==> src/rtl/column_degree_variation_coefficient_assert.svh <==
// Assertion macros for the column degree variation block.
// CDVC_ASSERT checks on every rising clock edge outside reset; CDVC_ASSERT_RST also checks in reset.
`ifndef COLUMN_DEGREE_VARIATION_COEFFICIENT_ASSERT_SVH
`define COLUMN_DEGREE_VARIATION_COEFFICIENT_ASSERT_SVH

`ifndef SYNTHESIS
`define CDVC_ASSERT(label, prop) \
    label: assert property (@(posedge clk) disable iff (!rst_n) prop) \
        else $error("cdvc: assertion failed");
`define CDVC_ASSERT_RST(label, prop) \
    label: assert property (@(posedge clk) prop) \
        else $error("cdvc: reset assertion failed");
`else
`define CDVC_ASSERT(label, prop)
`define CDVC_ASSERT_RST(label, prop)
`endif

`endif

==> src/rtl/cdvc_pkg.sv <==
package cdvc_pkg;

    localparam int PW          = 20;
    localparam int MAX_COLUMNS = 65536;
    localparam int FB          = 16;

    localparam int CW     = $clog2(MAX_COLUMNS + 1);
    localparam int SW     = 2 * PW;
    localparam int AW     = SW + CW;
    localparam int VW     = AW + 2 * FB;
    localparam int QW     = (VW + 1) / 2;
    localparam int RADW   = 2 * QW;
    localparam int OUTW   = 24;
    localparam int STEP_W = $clog2(QW);

    localparam logic [1:0] ST_OK         = 2'd0;
    localparam logic [1:0] ST_NO_COLUMNS = 2'd1;
    localparam logic [1:0] ST_ZERO_SUM   = 2'd2;
    localparam logic [1:0] ST_DECREASE   = 2'd3;

    typedef struct packed {
        logic take;
        logic start_mul;
        logic mul_step;
        logic start_root;
        logic root_step;
        logic start_div;
        logic div_step;
        logic load_out;
    } cdvc_cmd_t;

    typedef struct packed {
        logic pipe_busy;
        logic skip;
    } cdvc_stat_t;

endpackage

==> src/rtl/cdvc_datapath.sv <==
module cdvc_datapath (
    input  logic                         clk,
    input  logic                         rst_n,
    input  cdvc_pkg::cdvc_cmd_t          cmd,
    output cdvc_pkg::cdvc_stat_t         stat,
    input  logic [19:0]                  col_pointer,
    output logic [cdvc_pkg::OUTW-1:0]    variation_q8_16,
    output logic [1:0]                   status,
    output logic [cdvc_pkg::CW-1:0]      columns_seen
);

    localparam int PW   = cdvc_pkg::PW;
    localparam int CW   = cdvc_pkg::CW;
    localparam int SW   = cdvc_pkg::SW;
    localparam int AW   = cdvc_pkg::AW;
    localparam int QW   = cdvc_pkg::QW;
    localparam int RADW = cdvc_pkg::RADW;
    localparam int OUTW = cdvc_pkg::OUTW;
    localparam int FB   = cdvc_pkg::FB;

    // accumulation state
    logic          have_prev_reg;
    logic          dec_reg;
    logic          v1_reg;
    logic          v2_reg;
    logic [PW-1:0] prev_reg;
    logic [CW-1:0] count_reg;
    logic [PW-1:0] sum_reg;
    logic [SW-1:0] sq_sum_reg;
    logic [PW-1:0] deg_reg;
    logic [SW-1:0] sq_reg;

    // math units
    logic [AW-1:0]   mul_acc_reg;
    logic [AW-1:0]   mul_addend_reg;
    logic [CW-1:0]   mul_n_reg;
    logic [SW-1:0]   sum_pow_reg;
    logic [RADW-1:0] rad_reg;
    logic [QW:0]     rem_reg;
    logic [QW-1:0]   root_reg;
    logic [QW-1:0]   dq_reg;
    logic [PW-1:0]   drem_reg;
    logic [QW-1:0]   quo_reg;

    logic [OUTW-1:0] var_out_reg;
    logic [1:0]      status_out_reg;
    logic [CW-1:0]   cols_out_reg;

    logic [PW-1:0] ptr;
    logic [PW-1:0] deg;
    logic [PW:0]   sum_add;
    logic [SW:0]   sq_add;
    logic [AW-1:0] variance;
    logic [QW+2:0] rem_t;
    logic [QW+2:0] trial;
    logic [PW:0]   div_t;
    logic [1:0]    status_code;
    logic [OUTW-1:0] ratio_sat;

    assign ptr     = col_pointer[PW-1:0];
    assign deg     = ptr - prev_reg;
    assign sum_add = {1'b0, sum_reg} + {1'b0, deg};
    assign sq_add  = {1'b0, sq_sum_reg} + {1'b0, sq_reg};

    always_comb
    begin
        if (count_reg == '0)
        begin
            status_code = cdvc_pkg::ST_NO_COLUMNS;
        end
        else if (dec_reg)
        begin
            status_code = cdvc_pkg::ST_DECREASE;
        end
        else if (sum_reg == '0)
        begin
            status_code = cdvc_pkg::ST_ZERO_SUM;
        end
        else
        begin
            status_code = cdvc_pkg::ST_OK;
        end
    end

    assign stat.pipe_busy = v1_reg | v2_reg;
    assign stat.skip      = (status_code != cdvc_pkg::ST_OK);

    assign variance = (mul_acc_reg > AW'(sum_pow_reg)) ? mul_acc_reg - AW'(sum_pow_reg) : '0;
    assign rem_t    = {rem_reg, rad_reg[RADW-1 -: 2]};
    assign trial    = {1'b0, root_reg, 2'b01};
    assign div_t    = {drem_reg, dq_reg[QW-1]};
    assign ratio_sat = (quo_reg[QW-1:OUTW] != '0) ? '1 : quo_reg[OUTW-1:0];

    always_ff @(posedge clk or negedge rst_n)
    begin
        if (!rst_n)
        begin
            have_prev_reg <= 1'b0;
            dec_reg       <= 1'b0;
            v1_reg        <= 1'b0;
            v2_reg        <= 1'b0;
            prev_reg      <= '0;
            count_reg     <= '0;
            sum_reg       <= '0;
            sq_sum_reg    <= '0;
        end
        else if (cmd.load_out)
        begin
            // run is complete: clear for the next frame
            have_prev_reg <= 1'b0;
            dec_reg       <= 1'b0;
            v1_reg        <= 1'b0;
            v2_reg        <= 1'b0;
            prev_reg      <= '0;
            count_reg     <= '0;
            sum_reg       <= '0;
            sq_sum_reg    <= '0;
        end
        else
        begin
            v1_reg <= 1'b0;
            if (cmd.take)
            begin
                if (have_prev_reg)
                begin
                    if (ptr < prev_reg)
                    begin
                        dec_reg <= 1'b1;
                    end
                    else if (count_reg < CW'(cdvc_pkg::MAX_COLUMNS))
                    begin
                        count_reg <= count_reg + 1'b1;
                        sum_reg   <= sum_add[PW] ? '1 : sum_add[PW-1:0];
                        v1_reg    <= 1'b1;
                    end
                end
                prev_reg      <= ptr;
                have_prev_reg <= 1'b1;
            end
            v2_reg <= v1_reg;
            if (v2_reg)
            begin
                sq_sum_reg <= sq_add[SW] ? '1 : sq_add[SW-1:0];
            end
        end
    end

    always_ff @(posedge clk)
    begin
        if (cmd.take)
        begin
            deg_reg <= deg;
        end
        if (v1_reg)
        begin
            sq_reg <= SW'(deg_reg) * SW'(deg_reg);
        end
    end

    // shift-add multiplier, bit-pair square root, restoring divider
    always_ff @(posedge clk)
    begin
        if (cmd.start_mul)
        begin
            mul_acc_reg    <= '0;
            mul_addend_reg <= AW'(sq_sum_reg);
            mul_n_reg      <= count_reg;
            sum_pow_reg    <= SW'(sum_reg) * SW'(sum_reg);
        end
        else if (cmd.mul_step)
        begin
            if (mul_n_reg[0])
            begin
                mul_acc_reg <= mul_acc_reg + mul_addend_reg;
            end
            mul_addend_reg <= mul_addend_reg << 1;
            mul_n_reg      <= mul_n_reg >> 1;
        end

        if (cmd.start_root)
        begin
            rad_reg  <= RADW'({variance, {(2 * FB){1'b0}}});
            rem_reg  <= '0;
            root_reg <= '0;
        end
        else if (cmd.root_step)
        begin
            if (rem_t >= trial)
            begin
                rem_reg  <= (QW + 1)'(rem_t - trial);
                root_reg <= {root_reg[QW-2:0], 1'b1};
            end
            else
            begin
                rem_reg  <= rem_t[QW:0];
                root_reg <= {root_reg[QW-2:0], 1'b0};
            end
            rad_reg <= rad_reg << 2;
        end

        if (cmd.start_div)
        begin
            dq_reg   <= root_reg;
            drem_reg <= '0;
            quo_reg  <= '0;
        end
        else if (cmd.div_step)
        begin
            if (div_t >= {1'b0, sum_reg})
            begin
                drem_reg <= PW'(div_t - {1'b0, sum_reg});
                quo_reg  <= {quo_reg[QW-2:0], 1'b1};
            end
            else
            begin
                drem_reg <= div_t[PW-1:0];
                quo_reg  <= {quo_reg[QW-2:0], 1'b0};
            end
            dq_reg <= dq_reg << 1;
        end

        if (cmd.load_out)
        begin
            var_out_reg    <= stat.skip ? '0 : ratio_sat;
            status_out_reg <= status_code;
            cols_out_reg   <= count_reg;
        end
    end

    assign variation_q8_16 = var_out_reg;
    assign status          = status_out_reg;
    assign columns_seen    = cols_out_reg;

endmodule

==> src/rtl/cdvc_ctrl.sv <==
module cdvc_ctrl (
    input  logic                  clk,
    input  logic                  rst_n,
    input  logic                  s_tvalid,
    input  logic                  s_tlast,
    output logic                  s_tready,
    output logic                  m_tvalid,
    input  logic                  m_tready,
    output cdvc_pkg::cdvc_cmd_t   cmd,
    input  cdvc_pkg::cdvc_stat_t  stat
);

    localparam int STEP_W = cdvc_pkg::STEP_W;

    typedef enum logic [2:0] {
        S_ACCUM,
        S_DRAIN,
        S_MUL,
        S_ROOT_LD,
        S_ROOT,
        S_DIV_LD,
        S_DIV,
        S_FINISH
    } state_t;

    state_t            state_reg;
    state_t            state_next;
    logic [STEP_W-1:0] cnt_reg;
    logic [STEP_W-1:0] cnt_next;
    logic              m_tvalid_reg;
    logic              m_tvalid_next;

    always_comb
    begin
        cmd            = '0;
        cmd.take       = s_tvalid && (state_reg == S_ACCUM);
        cmd.start_mul  = (state_reg == S_DRAIN) && !stat.pipe_busy && !stat.skip;
        cmd.mul_step   = (state_reg == S_MUL);
        cmd.start_root = (state_reg == S_ROOT_LD);
        cmd.root_step  = (state_reg == S_ROOT);
        cmd.start_div  = (state_reg == S_DIV_LD);
        cmd.div_step   = (state_reg == S_DIV);
        cmd.load_out   = (state_reg == S_FINISH) && (!m_tvalid_reg || m_tready);
    end

    always_comb
    begin
        state_next = state_reg;
        cnt_next   = cnt_reg;
        case (state_reg)
            S_ACCUM:
            begin
                if (cmd.take && s_tlast)
                begin
                    state_next = S_DRAIN;
                end
            end
            S_DRAIN:
            begin
                if (!stat.pipe_busy)
                begin
                    if (stat.skip)
                    begin
                        state_next = S_FINISH;
                    end
                    else
                    begin
                        state_next = S_MUL;
                        cnt_next   = STEP_W'(cdvc_pkg::CW - 1);
                    end
                end
            end
            S_MUL:
            begin
                cnt_next = cnt_reg - 1'b1;
                if (cnt_reg == '0)
                begin
                    state_next = S_ROOT_LD;
                end
            end
            S_ROOT_LD:
            begin
                state_next = S_ROOT;
                cnt_next   = STEP_W'(cdvc_pkg::QW - 1);
            end
            S_ROOT:
            begin
                cnt_next = cnt_reg - 1'b1;
                if (cnt_reg == '0)
                begin
                    state_next = S_DIV_LD;
                end
            end
            S_DIV_LD:
            begin
                state_next = S_DIV;
                cnt_next   = STEP_W'(cdvc_pkg::QW - 1);
            end
            S_DIV:
            begin
                cnt_next = cnt_reg - 1'b1;
                if (cnt_reg == '0)
                begin
                    state_next = S_FINISH;
                end
            end
            S_FINISH:
            begin
                if (cmd.load_out)
                begin
                    state_next = S_ACCUM;
                end
            end
            default:
            begin
                state_next = S_ACCUM;
            end
        endcase

        // hold the result beat until it is taken
        if (cmd.load_out)
        begin
            m_tvalid_next = 1'b1;
        end
        else if (m_tvalid_reg && m_tready)
        begin
            m_tvalid_next = 1'b0;
        end
        else
        begin
            m_tvalid_next = m_tvalid_reg;
        end
    end

    always_ff @(posedge clk or negedge rst_n)
    begin
        if (!rst_n)
        begin
            state_reg    <= S_ACCUM;
            cnt_reg      <= '0;
            m_tvalid_reg <= 1'b0;
        end
        else
        begin
            state_reg    <= state_next;
            cnt_reg      <= cnt_next;
            m_tvalid_reg <= m_tvalid_next;
        end
    end

    assign s_tready = (state_reg == S_ACCUM);
    assign m_tvalid = m_tvalid_reg;

`include "column_degree_variation_coefficient_assert.svh"

    `CDVC_ASSERT(a_last_drains, (cmd.take && s_tlast) |=> (state_reg == S_DRAIN))
    `CDVC_ASSERT(a_pipe_idle_in_math, stat.pipe_busy |-> (state_reg == S_ACCUM || state_reg == S_DRAIN))
    `CDVC_ASSERT(a_mul_count, (state_reg == S_MUL) |-> (cnt_reg <= STEP_W'(cdvc_pkg::CW - 1)))
    `CDVC_ASSERT(a_load_shows, cmd.load_out |=> (m_tvalid_reg && state_reg == S_ACCUM))
    `CDVC_ASSERT_RST(a_reset_idle, !rst_n |=> (!m_tvalid_reg && state_reg == S_ACCUM))

endmodule

==> src/rtl/column_degree_variation_coefficient.sv <==
// Coefficient of variation of the column degrees of a CSC matrix. Column-pointer entries stream
// in on the slave side, one beat per cycle, with tlast on the final entry; each entry after the
// first that adds a degree passes through a three-stage accumulate pipeline. After the final
// entry the block stops taking beats while the pipeline drains, then a bit-serial multiplier
// over the column count bits, a bit-pair square root and a restoring divider produce the
// Q8.16 result; when the status is not ok these are skipped and the result beat follows the
// drain. The result beat comes later if the previous result beat still waits on the master
// side.
// The next frame may start while that result beat still waits on the master side.
module column_degree_variation_coefficient (
    input  logic        clk,
    input  logic        rst_n,
    input  logic        s_tvalid,
    output logic        s_tready,
    input  logic [23:0] s_tdata,   // col_pointer[19:0], zero pad
    input  logic        s_tlast,   // last_entry
    output logic        m_tvalid,
    input  logic        m_tready,
    output logic [47:0] m_tdata,   // variation_q8_16[23:0], columns_seen[40:24], zero pad
    output logic [1:0]  m_tuser    // status
);

    cdvc_pkg::cdvc_cmd_t  cmd;
    cdvc_pkg::cdvc_stat_t stat;

    logic [cdvc_pkg::OUTW-1:0] variation_q8_16;
    logic [1:0]                status;
    logic [cdvc_pkg::CW-1:0]   columns_seen;

    cdvc_ctrl u_ctrl (
        .clk      (clk),
        .rst_n    (rst_n),
        .s_tvalid (s_tvalid),
        .s_tlast  (s_tlast),
        .s_tready (s_tready),
        .m_tvalid (m_tvalid),
        .m_tready (m_tready),
        .cmd      (cmd),
        .stat     (stat)
    );

    cdvc_datapath u_datapath (
        .clk             (clk),
        .rst_n           (rst_n),
        .cmd             (cmd),
        .stat            (stat),
        .col_pointer     (s_tdata[19:0]),
        .variation_q8_16 (variation_q8_16),
        .status          (status),
        .columns_seen    (columns_seen)
    );

    assign m_tdata = {7'b0, columns_seen, variation_q8_16};
    assign m_tuser = status;

endmodule

==> config.mk <==
export PLATFORM = sky130hd
export DESIGN_NAME = column_degree_variation_coefficient
export DESIGN_NICKNAME = d
export VERILOG_FILES = /design/src/rtl/cdvc_pkg.sv /design/src/rtl/cdvc_datapath.sv /design/src/rtl/cdvc_ctrl.sv /design/src/rtl/column_degree_variation_coefficient.sv
export VERILOG_INCLUDE_DIRS = /design/src /design/src/rtl
export SDC_FILE = /design/constraint.sdc
export NUM_CORES = 2
export LEC_CHECK = 0
export BUFFER_PORTS_ARGS = -buffer_cell sky130_fd_sc_hd__buf_2
export CAP_MARGIN = 15
export CORE_UTILIZATION = 40
export DETAILED_ROUTE_END_ITERATION = 8
export PLACE_DENSITY = 0.6
export SKIP_CTS_REPAIR_TIMING = 1
export SYNTH_ARGS = -nofsm -noshare
export SYNTH_HDL_FRONTEND = slang
export SYNTH_SLANG_ARGS = --single-unit
==> constraint.sdc <==
create_clock -name clk -period 8.5 [get_ports clk]
set_input_delay 1.275 -clock clk [delete_from_list [all_inputs] [get_ports clk]]
set_output_delay 1.275 -clock clk [all_outputs]
set_load 0.1 [all_outputs]
==> impl_metrics.tcl <==
set metrics [dict create \
    cpMostUsedCell "fa_1" \
    max_stage_delay_ps 890 \
    route.vias.total 44750 \
    setup_tns_ps 0 \
    yosysWarnings 0 \
    fin_nets 7584 \
    path_delay_family "adder cells" \
    antenna_found_initial 1 \
    yosysUniqueCellTypes 88 \
    crit_buf_inv 3 \
    ioPinCount 81 \
    slowest_stage "edfxtp_1" \
    grtUsageMet3 0.02973 \
    synth_area_per_cell_um2 9.118 \
    crit_fanout 21 \
    hp-class "flop to flop" \
    syn_inst 6486 \
    clock_tree.root_cell "clkbuf_16" \
    finClkSkew_ps 32.87 \
    endpoint_kind "flop" \
    cts_tree "yes" \
    synth-edff-count 300 \
    synth_top_area_frac 0.1899 \
    core_area_um2 146300 \
    grt_overflow 0 \
    place_congestion 0.8974 \
    start_util 0.4043 \
    synth-seq-area-share 0.2775 \
    fmax_mhz 125.9 \
    crit_path_start_kind "flop" \
    dp_hpwl_um 113500 \
    track_usage 0.1984 \
    fp.dieW_um 386.5 \
    grt_max_degree 106 \
    final-hold-violation-count 0 \
    rsz0062_at_grt "no" \
    worstSkewPairLatency_ps 690 \
    synthTopCellsByArea "fa_1, edfxtp_1, ha_1" \
    setup_viol 0 \
    first_pass_iters 5 \
    synthesis.area_um2 59140 \
    cp.required_ps 8910 \
    busiest_layer "met2" \
    met1_usage 0.2673 \
    layout_commonest_cell "inv_1" \
    grt_pass1_vias 45120 \
    largest_register_ffs 58 \
    synthArstFlopShare 0.1729 \
    grt_pass1_wl_um 241400 \
    crit_type "flop to flop" \
    drc_errors 0 \
    relSlewSlack 0.2642 \
    ys.flop_type "edfxtp_1" \
    finalCriticalPeriod_ps 7942 \
    drive_gt1_frac 0.05302 \
    h-tree-depth 3 \
    wire_per_inst_um 17.59 \
    drt_iter0_drc 2678 \
    die_h_um 386.5 \
    clk_path_buf_depth 3 \
    global_route.usage.met2 0.3321 \
    drv_slew 0 \
    final_cell_mix "inv_1, nand2_1, fa_1" \
    cts_sinks 642 \
    drt-total-wl_um 148200 \
    yosysTopAreaCell "fa_1" \
    fp.dieArea_um2 149400 \
    ant_nets 0 \
    maxCapViolations 0 \
    cts_made_buffers 74 \
    min_period_over_period 0.9343 \
    clkTransAtPathRegs_ps 60 \
    outcome "finished clean" \
    area_delta_synth_final_pct 8.459 \
    fp-row-count 140 \
    worst_pin_slew_ps 1095 \
    vias_per_cell 5.312 \
    ys_seq_elements 642 \
    crit_chain "nand2_1, fa_1, inv_1, fa_1, fa_1, fa_1, inv_1, fa_1, inv_1, fa_1, fa_1, ha_1, a21boi_0, or4_1, a21oi_1, o21ai_0, nand3_1, a31oi_1, o21ai_0, o41ai_1, xor2_1" \
    critPathArrivalTime_ps 8350 \
    port-buffer-count 69 \
]
==> final cells by class <==
| cell class | instances | area [um2] |
|---|---|---|
| inverters | 902 | 3391 |
| clock inverters | 41 | 568.0 |
| multi-input cells | 4671 | 38340 |
| well taps | 1917 | 2399 |
| flip-flops and latches | 642 | 16410 |
| clock buffers | 97 | 2039 |
| diodes | 1 | 2.502 |
| fillers | 14140 | 82130 |
| repair buffers | 154 | 985.9 |
==> worst reg2reg max path, stage by stage, from the launching register on <==
cell	delay, ps
edfxtp_1	890
nand2_1	190
fa_1	610
inv_1	70
fa_1	550
fa_1	450
fa_1	510
inv_1	50
fa_1	530
inv_1	50
fa_1	450
fa_1	460
ha_1	420
a21boi_0	270
or4_1	150
a21oi_1	60
o21ai_0	220
nand3_1	130
a31oi_1	520
o21ai_0	380
o41ai_1	550
xor2_1	130
==> through the flow <==
| step | hold WS, ps | setup slack, ps | cell area, um2 | utilization | std cells |
|---|---|---|---|---|---|
| 2_1_floorplan | 417.8 | 1228 | 59160 | - | 6492 |
| 3_3_place_gp | 427.6 | 654.6 | 61530 | 0.4207 | 8286 |
| 3_5_place_dp | 447.3 | 625.8 | 61530 | 0.4207 | 8286 |
| 4_1_cts | 458.0 | 612.0 | 64140 | 0.4385 | 8424 |
| 5_1_grt | 479.8 | 117.8 | 64140 | 0.4385 | 8424 |
| 6_report | 454.8 | 558.3 | 64140 | 0.4385 | 8425 |
==> final timing paths <==
check,from,end,slack [ps],depth (start not counted)
setup / recovery,u_datapath.deg_reg[4],u_datapath.sq_reg[38],560,21
hold / removal,u_datapath.quo_reg[44],u_datapath.quo_reg[44],450,2
setup reg to reg,u_datapath.deg_reg[4],u_datapath.sq_reg[38],560,21
hold reg to reg,u_datapath.quo_reg[44],u_datapath.quo_reg[44],450,2
max in group asynchronous,rst_n,u_datapath.v1_reg,6310,3
min in group asynchronous,rst_n,u_datapath.sq_sum_reg[21],560,1
==> cells by family after synthesis <==
family | count (synthesis) | share of synthesized area
mux | 23 | 0.003956
fa+ha+maj | 1111 | 0.3062
buf+inv | 1179 | 0.07589
xor+xnor | 336 | 0.04976
compound gates | 1469 | 0.1560
flops | 642 | 0.2775
other cells | 1 | 0.00006341
simple gates | 1725 | 0.1306
==> metal layers <==
metal,routed length [um],part of all wire
met2,70250,0.47
met1,67340,0.45
met5,0,0
met3,6997,0.047
met4,3577,0.024
==> cells in the mapped netlist (all sizes together) (46+ instances only) <==
cell / number
ha: 549
dfxtp: 231
nor2: 348
nand3: 85
edfxtp: 300
and2: 115
nor3: 82
nand2: 828
o21a: 60
xnor2: 191
o21ai: 325
nand4: 47
a21oi: 503
dfrtp: 111
a22o: 93
a21o: 147
xor2: 145
o22ai: 46
clkbuf: 240
fa: 561
inv: 895
Power is not shown: default switching activity piles up to over one toggle a cycle in this logic, so the estimate is an artifact.
